## src/rtl/ofdm_cyclic_prefix_inserter_macros.svh

```systemverilog
// Assertion macros shared by the cyclic prefix inserter RTL.
// Each macro samples on clk_i and is disabled while rst_ni is low.
`ifndef OFDM_CYCLIC_PREFIX_INSERTER_MACROS_SVH
`define OFDM_CYCLIC_PREFIX_INSERTER_MACROS_SVH

// Same-cycle implication.
`define OCPI_ASSERT_IMP(label, ante, cons, msg) \
  label: assert property (@(posedge clk_i) disable iff (!rst_ni) (ante) |-> (cons)) \
    else $error(msg);

// Next-cycle implication.
`define OCPI_ASSERT_NEXT(label, ante, cons, msg) \
  label: assert property (@(posedge clk_i) disable iff (!rst_ni) (ante) |=> (cons)) \
    else $error(msg);

`endif

```

## src/rtl/ocpi_pkg.sv

```systemverilog
// Types and constants of the OFDM cyclic prefix inserter.
// No dependencies; imported by ocpi_front, ocpi_fifo and the top module.
`timescale 1ns / 1ps

package ocpi_pkg;

  localparam int CFG_W       = 12;
  localparam int CFG_IDX_W   = 2;
  localparam int SAMPLE_W    = 32;
  localparam int QUEUE_DEPTH = 4;

  typedef enum logic [CFG_IDX_W-1:0] {
    CFG_SYMBOL_LEN       = 2'd0,
    CFG_PREFIX_LEN       = 2'd1,
    CFG_FIRST_PREFIX_LEN = 2'd2
  } cfg_idx_e;

  typedef enum logic {
    OP_PUSH = 1'b0,
    OP_TICK = 1'b1
  } op_e;

  typedef enum logic [1:0] {
    ST_DATA      = 2'd0,
    ST_DROPPED   = 2'd1,
    ST_DISCARDED = 2'd2
  } status_e;

  typedef struct packed {
    logic [CFG_W-1:0] symbol_len;
    logic [CFG_W-1:0] prefix_len;
    logic [CFG_W-1:0] first_prefix_len;
  } cfg_t;

  typedef struct packed {
    logic    valid;
    logic    is_data;
    logic    last;
    status_e status;
  } res_ctl_t;

  typedef struct packed {
    logic [SAMPLE_W-1:0] sample;
    logic                last;
    status_e             status;
  } result_t;

endpackage

```

## src/rtl/ocpi_fifo.sv

```systemverilog
// Result queue between the front end and the output stream.
// Depends on ocpi_pkg and the assertion macro header.
`timescale 1ns / 1ps
`include "ofdm_cyclic_prefix_inserter_macros.svh"

module ocpi_fifo
  import ocpi_pkg::*;
#(
  localparam int PW = $clog2(QUEUE_DEPTH),
  localparam int CW = $clog2(QUEUE_DEPTH + 1)
) (
  input  logic          clk_i,
  input  logic          rst_ni,
  input  logic          push_i,
  input  result_t       entry_i,
  input  logic          pop_i,
  output logic          valid_o,
  output result_t       head_o,
  output logic [CW-1:0] count_o
);

  result_t       mem_q [QUEUE_DEPTH];
  logic [PW-1:0] wr_q, wr_d, rd_q, rd_d;
  logic [CW-1:0] count_q, count_d;

  always_comb begin
    wr_d    = wr_q;
    rd_d    = rd_q;
    count_d = count_q;
    if (push_i) begin
      wr_d = (wr_q == PW'(QUEUE_DEPTH - 1)) ? '0 : wr_q + PW'(1);
    end
    if (pop_i) begin
      rd_d = (rd_q == PW'(QUEUE_DEPTH - 1)) ? '0 : rd_q + PW'(1);
    end
    if (push_i && !pop_i) begin
      count_d = count_q + CW'(1);
    end else if (pop_i && !push_i) begin
      count_d = count_q - CW'(1);
    end
  end

  always_ff @(posedge clk_i) begin
    if (push_i) begin
      mem_q[wr_q] <= entry_i;
    end
  end

  always_ff @(posedge clk_i or negedge rst_ni) begin
    if (!rst_ni) begin
      wr_q    <= '0;
      rd_q    <= '0;
      count_q <= '0;
    end else begin
      wr_q    <= wr_d;
      rd_q    <= rd_d;
      count_q <= count_d;
    end
  end

  assign valid_o = (count_q != '0);
  assign head_o  = mem_q[rd_q];
  assign count_o = count_q;

  `OCPI_ASSERT_IMP(a_no_overflow, push_i, (32'(count_q) < QUEUE_DEPTH) || pop_i, "queue overflow")
  `OCPI_ASSERT_NEXT(a_count_up, push_i && !pop_i, count_q == $past(count_q) + CW'(1), "count")

endmodule

```

## config.mk

```make
export PLATFORM = sky130hd
export DESIGN_NAME = ocpi_fifo
export DESIGN_NICKNAME = d
export VERILOG_FILES = /design/src/rtl/ocpi_pkg.sv /design/src/rtl/ocpi_fifo.sv
export VERILOG_INCLUDE_DIRS = /design/src /design/src/rtl
export SDC_FILE = /design/constraint.sdc
export NUM_CORES = 1
export LEC_CHECK = 0
export BUFFER_PORTS_ARGS = -buffer_cell sky130_fd_sc_hd__buf_2
export CAP_MARGIN = 10
export CORE_MARGIN = 3
export CORE_UTILIZATION = 56
export DETAILED_ROUTE_END_ITERATION = 6
export PLACE_DENSITY = 0.78
export REMOVE_ABC_BUFFERS = 1
export SLEW_MARGIN = 30
export SYNTH_ARGS = -nofsm -noshare
export SYNTH_HDL_FRONTEND = slang
export SYNTH_SLANG_ARGS = --single-unit
```

## constraint.sdc

```tcl
create_clock -name clk_i -period 2.7 [get_ports clk_i]
set_input_delay 0.135 -clock clk_i [delete_from_list [all_inputs] [get_ports clk_i]]
set_output_delay 0.135 -clock clk_i [all_outputs]
set_load 0.02 [all_outputs]
```

# --- After elaboration in Yosys (flattened, before gate mapping) ---
# Memories as Yosys holds them, arrays and structs flattened.
# Cells that the tools add are included.
totals:
  elab_cells: 22
  register_bits: 7
  memories: 1
  input_bits: 39
  output_inout_bits: 39
  ramBits: 140
op_classes:
  addsub: 4
  n_eq_ne: 2
  n_reduce_logical: 6
  mux: 6
mem_list:
  columns: ["name", "words", "width", "rd", "rd_ports_with_merged_regs", "wr", "line_no", "rtl"]
  rows:
  - ["mem_q", 4, 35, 1, 0, 1, "ocpi_fifo.sv:22", "result_t mem_q [QUEUE_DEPTH];"]
ops:
  columns: ["cell", "count"]
  rows:
  - ["3-bit 2-to-1 mux", 2]
  - ["2-bit by 1-bit adder with 2-bit output, second input constant", 2]
  - ["2-bit == test, second input constant", 2]
  - ["2-bit 2-to-1 mux", 2]
  - ["3-bit by 1-bit adder with 3-bit output, second input constant", 1]
  - ["3-bit nonzero test", 1]
  - ["3-bit by 1-bit subtractor with 3-bit output, second input constant", 1]
  - ["1-bit logical AND", 2]
  - ["1-bit zero test", 2]
  - ["1-bit 2-to-1 mux", 2]
  - ["2-bit nonzero test", 1]

# --- Longest topological paths before layout ---
depth:
  depth_word: 4
  depth_mapped: 7

# --- Least setup slack after synthesis ---
# No wires, ideal clock.
synth_timing:
  path_kind: "register -> register"
  startpoint: "register wr_q[0]"
  endpoint: "memory mem_q[0][0] (netlist bit), enable pin"
  period_less_slack_ns: 1.876
  t_arrival_ns: 1.480
  slack_ns: 0.824
  path_buffers: 0
  path_stages_with_launch: 4
  cell_sequence: "dfrtp_1 inv_1 ha_1 and2_1"
synth_rtl:
  columns: ["element", "line_no", "rtl"]
  rows:
  - ["start, declared", "ocpi_fifo.sv:23", "logic [PW-1:0] wr_q, wr_d, rd_q, rd_d;"]
  - ["start signal, assigned", "ocpi_fifo.sv:55", "wr_q <= wr_d;"]
  - ["end, declared", "ocpi_fifo.sv:22", null]
# Straight into the memory's write port.

==> results by stage <==
Status:
- The run finished with clean final reports.

Critical path:
- The worst register-to-register path ends at mem_q[3][6]$_DFFE_PP_.
- The worst register-to-register path has a depth of 3.
- The startpoint of the lowest-slack register-to-register path is wr_q[0]$_DFFE_PN0P_.
- The register-to-register setup slack is 0.94 ns.
- Along the worst path, the maximum fanout reaches 21.
- The critical path startpoint category is a register.
- The most critical setup path has its startpoint at rd_q[0]$_DFFE_PN0P_.
- Data on the critical path arrives at its endpoint at 2.22 ns.
- The worst setup path is of the register to primary output kind.
- The capturing element of the worst setup path is head_o[22].
- The critical path data required time is 2.57 ns.
- The category of the worst setup path capture point is a primary output.

Synthesis:
- Yosys printed 0 warnings.
- In the synthesized netlist, mux cells make up 15.4% of the area.
- After Yosys synthesis, and, or, nand and nor cells account for 0.907% of the synthesized area.
- The sequential-to-total area share from yosys stat is 79.4%.
- Counting flops and latches in the post-synthesis netlist gives 147.
- The number of standard cells after synthesis is 219.
- By area the synthesized netlist is led by sky130_fd_sc_hd__edfxtp_1 76%, sky130_fd_sc_hd__mux4_2 11%, sky130_fd_sc_hd__mux4_1 3.3%.
- The synthesized netlist occupies a cell area of 5520 µm².
- The netlist uses 18 different library cells.
- The xor-xnor portion of the synthesized cell area is 0.476%.
- The main combinational cell family by area after synthesis is multiplexers.
- A synthesized cell averages 25.2 µm².
- The leading area contributor after synthesis is sky130_fd_sc_hd__edfxtp_1.
- Summing the areas of all fa, ha and maj instances in the mapped netlist gives 1.72% of the synthesized area.
- The area share of the leading cell type in the synthesized netlist is 76.2%.
- The share of the synthesized area in compound gates (AO/OA/AOI/OAI) is 0.181%.

Floorplan:
- For this design the top-level I/O count stands at 78.
- Row generation in the floorplan step produced 35 rows.
- The region available for standard cell placement spans 9420 µm².
- The die covers 11100 µm².
- The die is 105 µm tall.
- The die width is 105 µm.
- For this configuration, the core starts out at a cell density of 58.6%.

Place:
- Routability-driven placement finished with a final weighted congestion of 0.681.
- After detailed placement, the design holds a cell count of 424.
- In this run the cell area measured after placement is 6080 µm².
- Detailed placement ended at an HPWL of 5.50 mm.
- The quantity of I/O buffers inserted on ports is 77.

STA:
- The count of endpoints failing hold in the final timing report is 0.
- The final clock period utilization by the worst path is 87.3%.
- Setup violations remaining at the end of the flow were counted as 0.
- The final clock skew is 0.0105 ns.
- Headroom to the max-slew limit came out at 59.0%.
- The transition time at the pin with the least slew margin is 0.615 ns.
- The final critical path time including I/O delays and setup is 2.36 ns.
- In the final timing run, aggregate negative setup slack is 0 ns.
- Setup repair after global routing left no endpoint under its margin.
- The number of pins exceeding their max-slew limit in the final report is 0.
- The maximum frequency from static timing analysis is 424 MHz.

Global routing:
- The total congestion overflow is 0.
- The number of antenna violations at the first check in global routing is 0.
- Entering global routing, the biggest net connects 26 pins.
- The wire length of the first global-routing pass is 15.7 mm.
- Global routing used 18.9% of the available tracks across all layers.
- The via count of the first global-routing pass was 2927.

Finish:
- The finished cells cover 7140 µm².
- The antenna cell count is 0.
- Leaving out fill and tap cells, the most frequent cell in the layout is sky130_fd_sc_hd__edfxtp_1.
- The synthesis-to-finish area growth is 29.4%.
- In the final layout, the share of cells above drive strength 1 is 41.5%.
- The top cell types in the final layout, fill and taps aside, are 140 x sky130_fd_sc_hd__edfxtp_1, 77 x sky130_fd_sc_hd__buf_2, 39 x sky130_fd_sc_hd__dlygate4sd3_1.
- The final cell count without fillers is 495.
- In the final design database the tool counted 399 nets.

Clock tree:
- The H-tree generated during clock tree synthesis spans 4 levels.
- The TritonCTS clock tree is built.
- The tree built by TritonCTS fans out to 147 sinks.
- The number of buffers inserted during clock tree synthesis is 17.
- The clock passes through at most 2 buffers.
- Clock-pin slew was measured on the worst setup and hold paths at 0.06 ns.
- The clock tree root buffer cell is sky130_fd_sc_hd__clkbuf_8.
- The clock latency on the worst-skew pair is 0.51 ns.

Routing:
- The detailed-routing iteration count for the pre-antenna-repair pass is 4.
- The total DRC errors in the routed layout is 0.
- The routed layout has 2628 vias.
- The post-detailed-route wirelength per cell is 18.9 µm.
- The number of nets with antenna violations after routing is 0.
- The first routing iteration left 112 violations.
- Using the TritonRoute via totals, the vias-per-cell ratio works out to 5.31.
- Summed over all layers, the routed wires come to 9.37 mm.

Power and ir drop:
- Summed over all cells, the static leakage comes to 2.58 nW.
- The areal power density over the cells is 1110 nW/µm².
- The worst-case IR drop observed on VDD is 0.650 mV.

Min path:
- The worst hold path belongs to the class input port to register.

Flow run:
- The tool flagged a number of max-cap violations equal to 0.
## metal layers
layer,GRT usage (%),vias to the layer above,wire (µm)
li1,-,1205,-
met1,24.5,1340,3890
met2,31.7,77,4950
met3,5.57,6,460
met4,5.15,0,66
met5,0,-,0
## synthesized netlist by cell type, drive strengths merged
master and n:
inv 4, fa 1, nand2 2, ha 6, o21ai 2, xor2 2, and2 4, dfrtp 7
mux4 35, or3 1, nor2 3, buf 8, xnor2 1, edfxtp 140, mux2 3
## power breakdown
| group | internal [W] | switching [W] | total (W) | leakage, nW |
|---|---|---|---|---|
| registers | 0.00293 | 0.000251 | 0.00319 | 1.37 |
| logic | 0.000986 | 0.00115 | 0.00214 | 0.885 |
| clock network | 0.00171 | 0.000899 | 0.00261 | 0.327 |
| total | 0.00563 | 0.00230 | 0.00793 | 2.58 |
## worst min path at each step
stage,from,endpoint,slack (ns),cells after the start
final,entry_i[21],mem_q[2][21]$_DFFE_PP_,0.37,2
after global routing,entry_i[21],mem_q[1][21]$_DFFE_PP_,0.36,2
after CTS,entry_i[3],mem_q[2][3]$_DFFE_PP_,0.35,2
after detailed placement,rst_ni,count_o[2]$_DFFE_PN0P_,-0.02,1
after global placement,rst_ni,count_o[2]$_DFFE_PN0P_,-0.02,1
after floorplan,rst_ni,count_o[0]$_DFFE_PN0P_,-0.16,0
## metrics by stage
| step | util (%) | worst slack [ns] | power, W | hold slack [ns] |
|---|---|---|---|---|
| after global placement | 64.6 | 0.853 | 0.00532 | -0.0212 |
| after global routing | 75.8 | 0.192 | 0.00829 | 0.359 |
| after CTS | 75.8 | 0.274 | 0.00803 | 0.348 |
| after floorplan | - | 0.292 | 0.00459 | -0.161 |
| after detailed placement | 64.6 | 0.818 | 0.00536 | -0.0221 |
| final | 75.8 | 0.343 | 0.00793 | 0.373 |
## cells by family (layout without fill, tap and decap cells)
group                      Yosys count  in the layout
AOI/OAI and AO/OA                    2              2
xor gates and xnor gates             3              3
adders and majority gates            7              7
buffers and inverters               12            159
DFF                                147            147
muxes                               38             38
and+or+nand+nor                     10             10
## state kept, by name (all words and copies together), names as in the netlist
signal and flops:
mem_q 140, count_o 3, wr_q 2, rd_q 2
## layout make-up
| class | count | area, µm² |
|---|---|---|
| clock buffer | 18 | 418 |
| clock inverter | 14 | 249 |
| fill | 516 | 2280 |
| inverter | 4 | 15.0 |
| multi-input combinational | 60 | 1030 |
| sequential | 147 | 4380 |
| tap | 129 | 161 |
| timing repair buffer | 123 | 878 |
## critical path: stages (launching register included)
cell and delay [ns]:
sky130_fd_sc_hd__dfrtp_2 0.69, sky130_fd_sc_hd__buf_12 0.28, sky130_fd_sc_hd__mux4_2 0.55, sky130_fd_sc_hd__buf_2 0.18
## timing repair
action | in CTS | in global routing
hold endpoints to repair | 151 | 0
gates resized for setup | 0 | 0
buffers inserted | 0 | 0
setup endpoints to repair | 0 | 0
hold buffers | 39 | 0
(Power assumes the default switching activity.)
