## config.mk

```make
export PLATFORM = sky130hd
export DESIGN_NAME = ocpi_front
export DESIGN_NICKNAME = d
export VERILOG_FILES = /design/src/rtl/ocpi_pkg.sv /design/src/rtl/ocpi_front.sv
export VERILOG_INCLUDE_DIRS = /design/src /design/src/rtl
export SDC_FILE = /design/constraint.sdc
export NUM_CORES = 1
export LEC_CHECK = 0
export ABC_AREA = 1
export CORE_ASPECT_RATIO = 2
export CORE_UTILIZATION = 60
export DETAILED_ROUTE_END_ITERATION = 7
export DONT_BUFFER_PORTS = 1
export GPL_TIMING_DRIVEN = 0
export PLACE_DENSITY = 0.77
export SETUP_SLACK_MARGIN = 0.1
export SYNTH_ARGS = -nofsm -noshare
export SYNTH_HDL_FRONTEND = slang
export SYNTH_SLANG_ARGS = --single-unit
```

## constraint.sdc

```tcl
create_clock -name clk_i -period 21.7 [get_ports clk_i]
set_input_delay 1.085 -clock clk_i [delete_from_list [all_inputs] [get_ports clk_i]]
set_output_delay 1.085 -clock clk_i [all_outputs]
set_load 0.01 [all_outputs]
```

## src/rtl/ofdm_cyclic_prefix_inserter_macros.svh

```systemverilog
// Assertion macros shared by the cyclic prefix inserter RTL.
// Each macro samples on clk_i and is disabled while rst_ni is low.
`ifndef OFDM_CYCLIC_PREFIX_INSERTER_MACROS_SVH
`define OFDM_CYCLIC_PREFIX_INSERTER_MACROS_SVH

// Same-cycle implication.
`define OCPI_ASSERT_IMP(label, ante, cons, msg) \
  label: assert property (@(posedge clk_i) disable iff (!rst_ni) (ante) |-> (cons)) \
    else $error(msg);

// Next-cycle implication.
`define OCPI_ASSERT_NEXT(label, ante, cons, msg) \
  label: assert property (@(posedge clk_i) disable iff (!rst_ni) (ante) |=> (cons)) \
    else $error(msg);

`endif

```

## src/rtl/ocpi_pkg.sv

```systemverilog
// Types and constants of the OFDM cyclic prefix inserter.
// No dependencies; imported by ocpi_front, ocpi_fifo and the top module.
`timescale 1ns / 1ps

package ocpi_pkg;

  localparam int CFG_W       = 12;
  localparam int CFG_IDX_W   = 2;
  localparam int SAMPLE_W    = 32;
  localparam int QUEUE_DEPTH = 4;

  typedef enum logic [CFG_IDX_W-1:0] {
    CFG_SYMBOL_LEN       = 2'd0,
    CFG_PREFIX_LEN       = 2'd1,
    CFG_FIRST_PREFIX_LEN = 2'd2
  } cfg_idx_e;

  typedef enum logic {
    OP_PUSH = 1'b0,
    OP_TICK = 1'b1
  } op_e;

  typedef enum logic [1:0] {
    ST_DATA      = 2'd0,
    ST_DROPPED   = 2'd1,
    ST_DISCARDED = 2'd2
  } status_e;

  typedef struct packed {
    logic [CFG_W-1:0] symbol_len;
    logic [CFG_W-1:0] prefix_len;
    logic [CFG_W-1:0] first_prefix_len;
  } cfg_t;

  typedef struct packed {
    logic    valid;
    logic    is_data;
    logic    last;
    status_e status;
  } res_ctl_t;

  typedef struct packed {
    logic [SAMPLE_W-1:0] sample;
    logic                last;
    status_e             status;
  } result_t;

endpackage

```

## src/rtl/ocpi_front.sv

```systemverilog
// Front end: accepts pushes and ticks, keeps bank and read state, drives the store.
// Depends on ocpi_pkg and the assertion macro header.
`timescale 1ns / 1ps
`include "ofdm_cyclic_prefix_inserter_macros.svh"

module ocpi_front
  import ocpi_pkg::*;
#(
  parameter int MAX_SYMBOL  = 2048,
  parameter int SAMPLE_BITS = 32,
  localparam int IW = $clog2(MAX_SYMBOL),
  localparam int LW = $clog2(MAX_SYMBOL + 1),
  localparam int AW = IW + 1,
  localparam int SW = (SAMPLE_BITS < SAMPLE_W) ? SAMPLE_BITS : SAMPLE_W
) (
  input  logic                clk_i,
  input  logic                rst_ni,
  input  cfg_t                cfg_i,
  input  logic                accept_i,
  input  op_e                 op_i,
  input  logic [SAMPLE_W-1:0] sample_i,
  input  logic                frame_start_i,
  output logic                mem_we_o,
  output logic [AW-1:0]       mem_waddr_o,
  output logic [SW-1:0]       mem_wdata_o,
  output logic                mem_re_o,
  output logic [AW-1:0]       mem_raddr_o,
  output res_ctl_t            res_o
);

  logic [IW-1:0] wi_q, wi_d, wi_v;
  logic          wb_q, wb_d;
  logic [1:0]    bank_full_q, bank_full_d;
  logic [1:0]    bank_first_q, bank_first_d;
  logic          pend_q, pend_d;
  logic          rb_q, rb_d;
  logic [LW:0]   rc_q, rc_d;
  res_ctl_t      res_q, res_d;

  logic [LW-1:0]    eff_len;
  logic [CFG_W-1:0] p_raw;
  logic [LW-1:0]    p_len;
  logic [LW:0]      total;
  logic [LW:0]      k;
  logic [LW:0]      idx;
  logic             is_last;

  always_comb begin
    if (cfg_i.symbol_len == '0) begin
      eff_len = LW'(1);
    end else if (32'(cfg_i.symbol_len) > MAX_SYMBOL) begin
      eff_len = LW'(MAX_SYMBOL);
    end else begin
      eff_len = LW'(cfg_i.symbol_len);
    end
    p_raw = bank_first_q[rb_q] ? cfg_i.first_prefix_len : cfg_i.prefix_len;
    if (32'(p_raw) > 32'(eff_len)) begin
      p_len = eff_len;
    end else begin
      p_len = LW'(p_raw);
    end
    total   = {1'b0, p_len} + {1'b0, eff_len};
    k       = (rc_q < total) ? rc_q : total - (LW+1)'(1);
    idx     = (k < {1'b0, p_len}) ? ({1'b0, eff_len} - {1'b0, p_len} + k)
                                  : (k - {1'b0, p_len});
    is_last = (k == total - (LW+1)'(1));
  end

  always_comb begin
    wi_d         = wi_q;
    wb_d         = wb_q;
    bank_full_d  = bank_full_q;
    bank_first_d = bank_first_q;
    pend_d       = pend_q;
    rb_d         = rb_q;
    rc_d         = rc_q;
    res_d        = '0;
    wi_v         = wi_q;
    mem_we_o     = 1'b0;
    mem_re_o     = 1'b0;
    if (accept_i) begin
      if (op_i == OP_TICK) begin
        if (bank_full_q[rb_q]) begin
          mem_re_o      = 1'b1;
          res_d.valid   = 1'b1;
          res_d.is_data = 1'b1;
          res_d.last    = is_last;
          res_d.status  = ST_DATA;
          if (is_last) begin
            bank_full_d[rb_q] = 1'b0;
            rb_d              = ~rb_q;
            rc_d              = '0;
          end else begin
            rc_d = k + (LW+1)'(1);
          end
        end
      end else begin
        if (frame_start_i) begin
          pend_d = 1'b1;
          if (wi_q != '0) begin
            wi_v         = '0;
            res_d.valid  = 1'b1;
            res_d.status = ST_DISCARDED;
          end
        end
        wi_d = wi_v;
        if (bank_full_q[wb_q]) begin
          res_d.valid  = 1'b1;
          res_d.status = ST_DROPPED;
        end else begin
          if (wi_v == '0) begin
            bank_first_d[wb_q] = pend_d;
            pend_d             = 1'b0;
          end
          mem_we_o = 1'b1;
          if (LW'(wi_v) + LW'(1) >= eff_len) begin
            bank_full_d[wb_q] = 1'b1;
            wb_d              = ~wb_q;
            wi_d              = '0;
          end else begin
            wi_d = wi_v + IW'(1);
          end
        end
      end
    end
  end

  assign mem_waddr_o = {wb_q, wi_v};
  assign mem_wdata_o = SW'(sample_i);
  assign mem_raddr_o = {rb_q, idx[IW-1:0]};
  assign res_o       = res_q;

  always_ff @(posedge clk_i or negedge rst_ni) begin
    if (!rst_ni) begin
      wi_q         <= '0;
      wb_q         <= 1'b0;
      bank_full_q  <= '0;
      bank_first_q <= '0;
      pend_q       <= 1'b1;
      rb_q         <= 1'b0;
      rc_q         <= '0;
      res_q        <= '0;
    end else begin
      wi_q         <= wi_d;
      wb_q         <= wb_d;
      bank_full_q  <= bank_full_d;
      bank_first_q <= bank_first_d;
      pend_q       <= pend_d;
      rb_q         <= rb_d;
      rc_q         <= rc_d;
      res_q        <= res_d;
    end
  end

  `OCPI_ASSERT_IMP(a_write_free_bank, mem_we_o, !bank_full_q[wb_q], "write into a full bank")
  `OCPI_ASSERT_IMP(a_read_full_bank, mem_re_o, bank_full_q[rb_q] && !mem_we_o, "bad bank read")

endmodule

```

After elaboration in Yosys (flattened, before gate mapping)
Index checks and enable logic that the tools add are counted.

Output and inout port bits: 63. Flip-flop bits (word level): 36. Bits of input ports: 73.

Bitwise operators: 7. $add $sub $neg: 8. Mux-type cells: 53. Equal/unequal tests: 4. Magnitude comparators: 9. Reductions and logical operators: 12.

Operators by type and width (count): 11-bit 2-to-1 mux (9); 12-bit 2-to-1 mux (4); 13-bit 2-to-1 mux (2); 1-bit 2-to-1 mux (23); 11-bit subtractor (2); 2-bit 2-to-1 mux (10); 12-bit by 12-bit adder with 13-bit output (1); 13-bit by 1-bit adder with 13-bit output, second input constant (1); 13-bit == test (1); 13-bit by 12-bit < comparator with 1-bit output (1); 13-bit < comparator (1); 13-bit by 1-bit subtractor with 13-bit output, second input constant (1); 11-bit by 1-bit adder with 12-bit output, second input constant (1); 12-bit >= comparator (1); 12-bit > comparator (1); 12-bit > comparator, second input constant (1); 12-bit logical NOT (1); 4-bit AND reduction (3); 11-bit by 1-bit adder with 11-bit output, second input constant (1); 11-bit adder (1); 11-bit logical NOT (1); 11-bit nonzero test (1); 5-bit 2-to-1 mux (2); 5-bit AND reduction (1); 14 further kinds (22).

Longest topological paths before layout
Gate-level depths: netlist (run 1).

Depth after elaboration: 12. Mapped depth: 56. Depth with buffers taken out: 55.

Least setup slack after synthesis (run 1)
No wires, ideal clock.

Path type: input -> output. From: in cfg_i[24] (netlist name). To: out mem_raddr_o[10]. Path buffers: 2. Arrival: 8226 ps. Stages on the path: 44. Slack: 12389 ps. Data required time: 20615 ps. Cells stage by stage: nor4_1 nand3_1 nand2_1 inv_1 nor2_1 inv_1 ha_1 nand2_1 nor3_1 nand2_1 o2111ai_1 nand2_1 clkbuf_1 o21ai_0 inv_1 fa_1 inv_1 nand3_1 [8 not listed] nand4_2 nand3_4 buf_6 nand3_1 nand2_1 inv_1 fa_1 inv_1 fa_1 a31oi_1 o21ai_0 nand3_1 a21boi_0 o21ai_0 nand2_1 xor2_1 xor2_1 mux2_1.

Longest elaborated chain between the ends: 10.

RTL lines: start, declared (RTL line ocpi_front.sv:18) `input cfg_t cfg_i,`; 12-bit > comparator (RTL line ocpi_front.sv:51) `end else if (32'(cfg_i.symbol_len) > MAX_SYMBOL) begin`; 12-bit 2-to-1 mux (RTL line ocpi_front.sv:51); 12-bit 2-to-1 mux * (RTL line ocpi_front.sv:49) `if (cfg_i.symbol_len == '0) begin`; 12-bit > comparator (RTL line ocpi_front.sv:57) `if (32'(p_raw) > 32'(eff_len)) begin`; 12-bit 2-to-1 mux (RTL line ocpi_front.sv:57); 12-bit by 12-bit adder with 13-bit output (RTL line ocpi_front.sv:62) `total = {1'b0, p_len} + {1'b0, eff_len};`; 13-bit by 1-bit subtractor with 13-bit output / 13-bit < comparator (equally long branches) (RTL line ocpi_front.sv:63) `k = (rc_q < total) ? rc_q : total - (LW+1)'(1);`; 13-bit 2-to-1 mux (RTL line ocpi_front.sv:63); 11-bit subtractor, or another cell as far along (RTL line ocpi_front.sv:65) `: (k - {1'b0, p_len});`; 11-bit 2-to-1 mux * (RTL line ocpi_front.sv:64) `idx = (k < {1'b0, p_len}) ? ({1'b0, eff_len} - {1'b0, p_len} + k)`; end, declared (RTL line ocpi_front.sv:27) `output logic [AW-1:0] mem_raddr_o,`.

Mark *: on every way between the ends. The rest lies on a longest branch, timed or not.

Worst setup path in the final report (run 1)
Ends and elaborated chain as after synthesis.

==> flow_metrics.py, run 1 <==
metrics = {
    "cts": {
        "clock_path_buffers": 2,
        "clk_latency_ns": 0.28,
        "clockRootBuffer": "clkbuf_16",
        "post_cts_resized": 0,
        "post_cts_buffers": 0,
        "cts_sinks": 36,
        "cts_max_level": 2,
        "clk_pin_slew_worst_paths_ns": 0.05,
        "cts-buffers-inserted": 5,
        "cts_tree": "built",
        "hold_buffers": 0,
    },
    "logic_synthesis": {
        "yosysWarnings": 0,
        "syn_inst": 1001,
        "ys_async_sr_fraction": 1.00,
        "synthesis.nets": 1157,
        "yosysTopAreaCellShare": 0.152,
        "ys_ff_latch": 36,
        "ys.flop_type": "dfrtp_1",
        "synthTopCellsByCount": "nand2_1 (262), inv_1 (172), ha_1 (71)",
        "syn_avg_cell_area_um2": 6.47,
        "yosysMostFrequentCell": "nand2_1",
        "yosysSeqAreaShare": 0.139,
        "ys_types": 56,
        "syn_area_mm2": 0.00648,
        "yosys-top-cells-area": "nand2_1 (15%), ha_1 (14%), dfrtp_1 (14%)",
        "synth_edf_count": 0,
        "netlist.top_cell.by_area": "nand2_1",
    },
    "floorplan": {
        "rows": 53,
        "start_util": 0.618,
        "dieWidth_um": 75.5,
        "design.die.area_mm2": 0.0112,
        "core-area_mm2": 0.0105,
        "die_y_um": 149,
        "io-pin-count": 136,
    },
    "critical_path": {
        "critPathKind": "input port to output port",
        "r2r_start": "rb_q$_DFFE_PN0P_",
        "setup.worst_path.end_class": "output port",
        "crit_required_ns": 20.61,
        "worstPathMaxFanout": 10,
        "startpoint_type": "input port",
        "cpPeakStageDelay_ns": 0.62,
        "crit_start": "cfg_i[24]",
        "cp_data_arrival_time_ns": 9.86,
        "crit_slowest_cell": "o21ai_0",
        "cp_common_cell": "nand2_1",
        "r2r_cells": 41,
    },
    "layout": {
        "areaGrowthSynthToFinish_pct": 5.06,
        "num-nets-final": 1164,
        "num_antenna_cells": 0,
        "drive_above_1_share": 0.129,
    },
    "route": {
        "wl_mm": 19.0,
        "vias": 6588,
        "drtPass1Iterations": 5,
        "first_iter_violations": 399,
        "ant_nets": 0,
        "post_drt_via_cell_ratio": 5.75,
        "drc": 0,
        "wl_per_cell_um": 16.6,
    },
    "global_routing": {
        "antenna_found_initial": 0,
        "grt_max_degree": 37,
        "grt_pass1_vias": 6470,
        "grt_usage": 0.359,
        "grt_pass1_wl_mm": 30.2,
        "overflow": 0,
    },
    "placement": {
        "io_buffers": 0,
        "gp_routability_congestion": 0.938,
        "hpwl_mm": 16.1,
    },
    "timing": {
        "report.final.slew_viol_count": 0,
        "fmax_mhz": 91.4,
        "tns_ns": 0,
        "fin_skew_ns": 0.00830,
        "hold_viol": 0,
        "finalSetupViolations": 0,
        "rsz0062_at_grt": "no",
        "fin_crit_sh": 0.504,
        "layout_min_cycle_time_ns": 10.94,
        "tightest_slew_ns": 0.921,
        "slew_headroom": 0.381,
    },
    "run_status": {
        "status": "completed",
    },
    "run": {
        "maxCapViolations": 0,
    },
    "worst_hold_path": {
        "holdPathStages": 2,
        "hold_start": "pend_q$_DFFE_PN1P_",
        "hp-class": "flip-flop to flip-flop",
    },
}
-- worst paths after layout --
path	end	slack, ns
worst max-delay path	mem_raddr_o[10]	10.76
worst min-delay path	pend_q$_DFFE_PN1P_	0.46
worst max register to register	rc_q[8]$_DFFE_PN0P_	14.13
worst min register to register	pend_q$_DFFE_PN1P_	0.46
max in group asynchronous	pend_q$_DFFE_PN1P_	21.03
min in group asynchronous	rc_q[10]$_DFFE_PN0P_	0.49
-- critical path: cells and delay by family --
| family | cells | cell delay (ns) |
|---|---|---|
| AND/OR/NAND/NOR | 21 | 2.81 |
| AO/OA/AOI/OAI | 8 | 1.90 |
| multiplexers | 1 | 0.35 |
| buffers and inverters | 10 | 1.42 |
| XOR/XNOR | 2 | 0.31 |
| adder cells (fa/ha/maj) | 5 | 1.95 |
-- metrics by stage --
stage                     setup slack [ns]  cell area (µm²)   util  hold slack [ns]  cells
after floorplan                      12.39             6480      -            0.441   1001
after detailed placement             10.73             6650  0.635            0.459   1138
after global placement               10.75             6650  0.635            0.454   1138
after CTS                            10.71             6810  0.650            0.463   1146
final                                10.76             6810  0.650            0.464   1146
after global routing                  9.91             6810  0.650            0.475   1146
-- layout by cell type (no fill, tap or decap), types with 4 or more instances in the layout --
| cell | instances |
|---|---|
| fa_1 | 12 |
| o21ai_1 | 6 |
| inv_1 | 172 |
| xnor2_1 | 9 |
| nand3_1 | 59 |
| a21oi_1 | 38 |
| nand2_1 | 262 |
| o21ai_2 | 11 |
| buf_4 | 34 |
| nand4_1 | 24 |
| nor4_1 | 4 |
| mux2_2 | 11 |
| nor2_1 | 69 |
| o211ai_1 | 5 |
| ha_1 | 71 |
| o21bai_1 | 4 |
| nand3_2 | 9 |
| nor3_1 | 10 |
| nand2_2 | 18 |
| buf_6 | 4 |
| xor2_1 | 22 |
| clkbuf_16 | 5 |
| o21ai_0 | 36 |
| dfrtp_1 | 35 |
| clkbuf_1 | 9 |
| nand3b_1 | 7 |
| o221ai_1 | 6 |
| nor2_2 | 10 |
-- routing by layer --
layer  wire (µm)  track usage  vias up
met5           0            0        -
met3         857       0.0527      111
li1            -            -     3203
met2       10200        0.647      278
met1        6070        0.335     2996
met4        1850        0.303        0
-- logic make-up (layout without fill, tap and decap cells) --
kind of cell,after synthesis,in the layout,synth area share
adder cells (fa/ha/maj),83,83,0.174
AND/OR/NAND/NOR,484,484,0.339
AO/OA/AOI/OAI,128,128,0.125
flip-flops,36,36,0.139
XOR/XNOR,31,31,0.0419
buffers and inverters,226,234,0.158
multiplexers,13,13,0.0224
-- cell type report --
type / instances / area (µm²)
clock buffers: 8 / 156
plain buffers: 50 / 360
inverters: 176 / 661
fillers: 1052 / 3670
well taps: 137 / 171
flip-flops and latches: 36 / 902
multi-input cells: 739 / 4560
-- flip-flops by register name, indices dropped and copies added, names as in the netlist --
| register | count |
|---|---|
| bank_first_q | 2 |
| bank_full_q | 2 |
| pend_q | 1 |
| rb_q | 1 |
| rc_q | 13 |
| res_o | 5 |
| wb_q | 1 |
| wi_q | 11 |
Power of run 1 is not shown: default switching activity piles up to over one toggle a cycle in this logic, so the estimate is an artifact.
==> run 2: changes to the inputs <==
PLACE_DENSITY = 0.8   (was 0.77)
clock period = 9.05 ns   (was 21.7 ns; I/O delays follow)
==> run 2 against run 1 <==
Critical path depth grew 6. Clock-buffer cell count shrank 3. Sequential share of layout area shrank 0.45 points. Final area grew 3.6%. Sequential cell count is the same. Clock skew shrank 0.0015 ns. Final cell count grew 0.70%. Die area is the same. Setup slack lost 10 ns. Utilization grew 2.4 points. Critical path type is now flip-flop to output port.
==> flow_metrics.py, run 2 (same netlist as run 1, synthesis figures left out) <==
metrics = {
    "floorplan": {
        "start_util": 0.618,
        "die_y_um": 149,
        "design.die.area_mm2": 0.0112,
        "dieWidth_um": 75.5,
        "io-pin-count": 136,
        "rows": 53,
        "core-area_mm2": 0.0105,
    },
    "timing": {
        "fin_ws_ns": 0.488,
        "slew_headroom": 0.419,
        "layout_min_cycle_time_ns": 8.56,
        "fmax_mhz": 117,
        "hold_viol": 0,
        "fin_skew_ns": 0.00683,
        "finalSetupViolations": 0,
        "fin_crit_sh": 0.946,
        "report.final.slew_viol_count": 0,
        "tightest_slew_ns": 0.865,
        "rsz0062_at_grt": "yes",
    },
    "critical_path": {
        "cp_common_cell": "nand2_1",
        "crit_start": "rb_q$_DFFE_PN0P_",
        "setup.worst_path.end_class": "output port",
        "cp_data_arrival_time_ns": 8.11,
        "worstPathMaxFanout": 10,
        "cpPeakStageDelay_ns": 0.50,
        "startpoint_type": "flip-flop",
        "critPathKind": "flip-flop to output port",
        "crit_slowest_cell": "fa_1",
        "crit_required_ns": 8.60,
        "r2r_start": "rb_q$_DFFE_PN0P_",
    },
    "layout": {
        "final_area_mm2": 0.00706,
        "num_antenna_cells": 0,
        "layout_commonest_cell": "nand2_1",
        "num-nets-final": 1172,
        "regMostFlops": "rc_q",
        "drive_above_1_share": 0.170,
        "largest_register_ffs": 13,
        "mostFrequentLayoutCells": "nand2_1 (258), inv_1 (166), ha_1 (68)",
        "areaGrowthSynthToFinish_pct": 8.88,
    },
    "route": {
        "vias": 6742,
        "wl_mm": 19.6,
        "first_iter_violations": 380,
        "wl_per_cell_um": 17.0,
        "drc": 0,
        "ant_nets": 0,
        "drtPass1Iterations": 5,
        "post_drt_via_cell_ratio": 5.84,
    },
    "cts": {
        "clk_latency_ns": 0.28,
        "clock_path_buffers": 2,
        "cts-buffers-inserted": 5,
        "clockRootBuffer": "clkbuf_16",
        "cts_tree": "built",
        "clk_pin_slew_worst_paths_ns": 0.06,
        "cts_sinks": 36,
        "cts_max_level": 2,
    },
    "placement": {
        "io_buffers": 0,
        "place_area_mm2": 0.00665,
        "dp_worst_setup_slack_ns": -0.881,
        "hpwl_mm": 16.1,
        "gp_routability_congestion": 0.984,
    },
    "global_routing": {
        "grt_pass1_wl_mm": 30.9,
        "grt_max_degree": 36,
        "antenna_found_initial": 0,
        "overflow": 0,
        "grt_usage": 0.365,
        "grt_pass1_vias": 6610,
    },
    "run_status": {
        "status": "completed",
    },
    "run": {
        "maxCapViolations": 0,
    },
    "worst_hold_path": {
        "hp-class": "input port to async pin",
    },
}
==> run 2: cell types whose count changed in the layout (fill, tap and decap cells not counted), sizes merged <==
cell / before / now
buf: 42 / 50
bufinv: 0 / 1
clkbuf: 16 / 12
clkinv: 1 / 2
clkinvlp: 0 / 2
dlygate4sd3: 0 / 1
inv: 175 / 174
==> run 2: timing repair <==
item                                   CTS  global route
hold buffers                             1             1
pin swaps                                1             6
endpoints found under the hold margin   35             1
gates resized for setup                 17            46
setup buffers                            1             5
gates cloned                             0             0
setup endpoints to repair               11             6
==> run 2: layer usage <==
metal,vias to the layer above,part of all wire,GRT usage
met3,124,0.049,0.0628
li1,3231,-,-
met4,0,0.11,0.298
met2,295,0.53,0.668
met5,-,0,0
met1,3092,0.32,0.328
==> run 2: cell type report <==
type	count	area (µm²)
plain buffers	50	378
multi-input cells	739	4700
flip-flops and latches	36	903
fillers	1028	3420
inverters	176	664
clock buffers	5	125
repair buffers	8	75.1
clock inverters	3	42.5
well taps	137	171
==> run 2: through the flow <==
stage / hold WS [ns] / utilization / setup TNS [ns] / cells
CTS: 0.00664 / 0.658 / 0 / 1148
global route: 0.0175 / 0.673 / -0.0270 / 1154
floorplan: 0.157 / - / 0 / 1001
global placement: 0.158 / 0.635 / -1.68 / 1138
finish: 0.00000799 / 0.673 / 0 / 1154
detailed placement: 0.158 / 0.635 / -2.32 / 1138
==> run 2: critical path, delay by kind of cell, from the launching register on <==
family,cells,cell delay (ns)
buffers and inverters,10,1.05
AOI/OAI and AO/OA,10,1.36
DFF,1,0.44
xor gates and xnor gates,1,0.09
muxes,1,0.37
adders and majority gates,6,2.04
and+or+nand+nor,25,2.46
==> run 2: final timing paths <==
path	endpoint	slack, ns	depth (start not counted)
worst max-delay path	mem_raddr_o[9]	0.49	53
worst min-delay path	res_o[4]$_DFF_PN0_	0.000008	1
worst max register to register	rc_q[8]$_DFFE_PN0P_	2.55	40
worst min register to register	pend_q$_DFFE_PN1P_	0.47	2
max in group asynchronous	pend_q$_DFFE_PN1P_	8.43	1
min in group clk_i	res_o[4]$_DFF_PN0_	0.26	1
Power of run 2 is left out for the same reason.
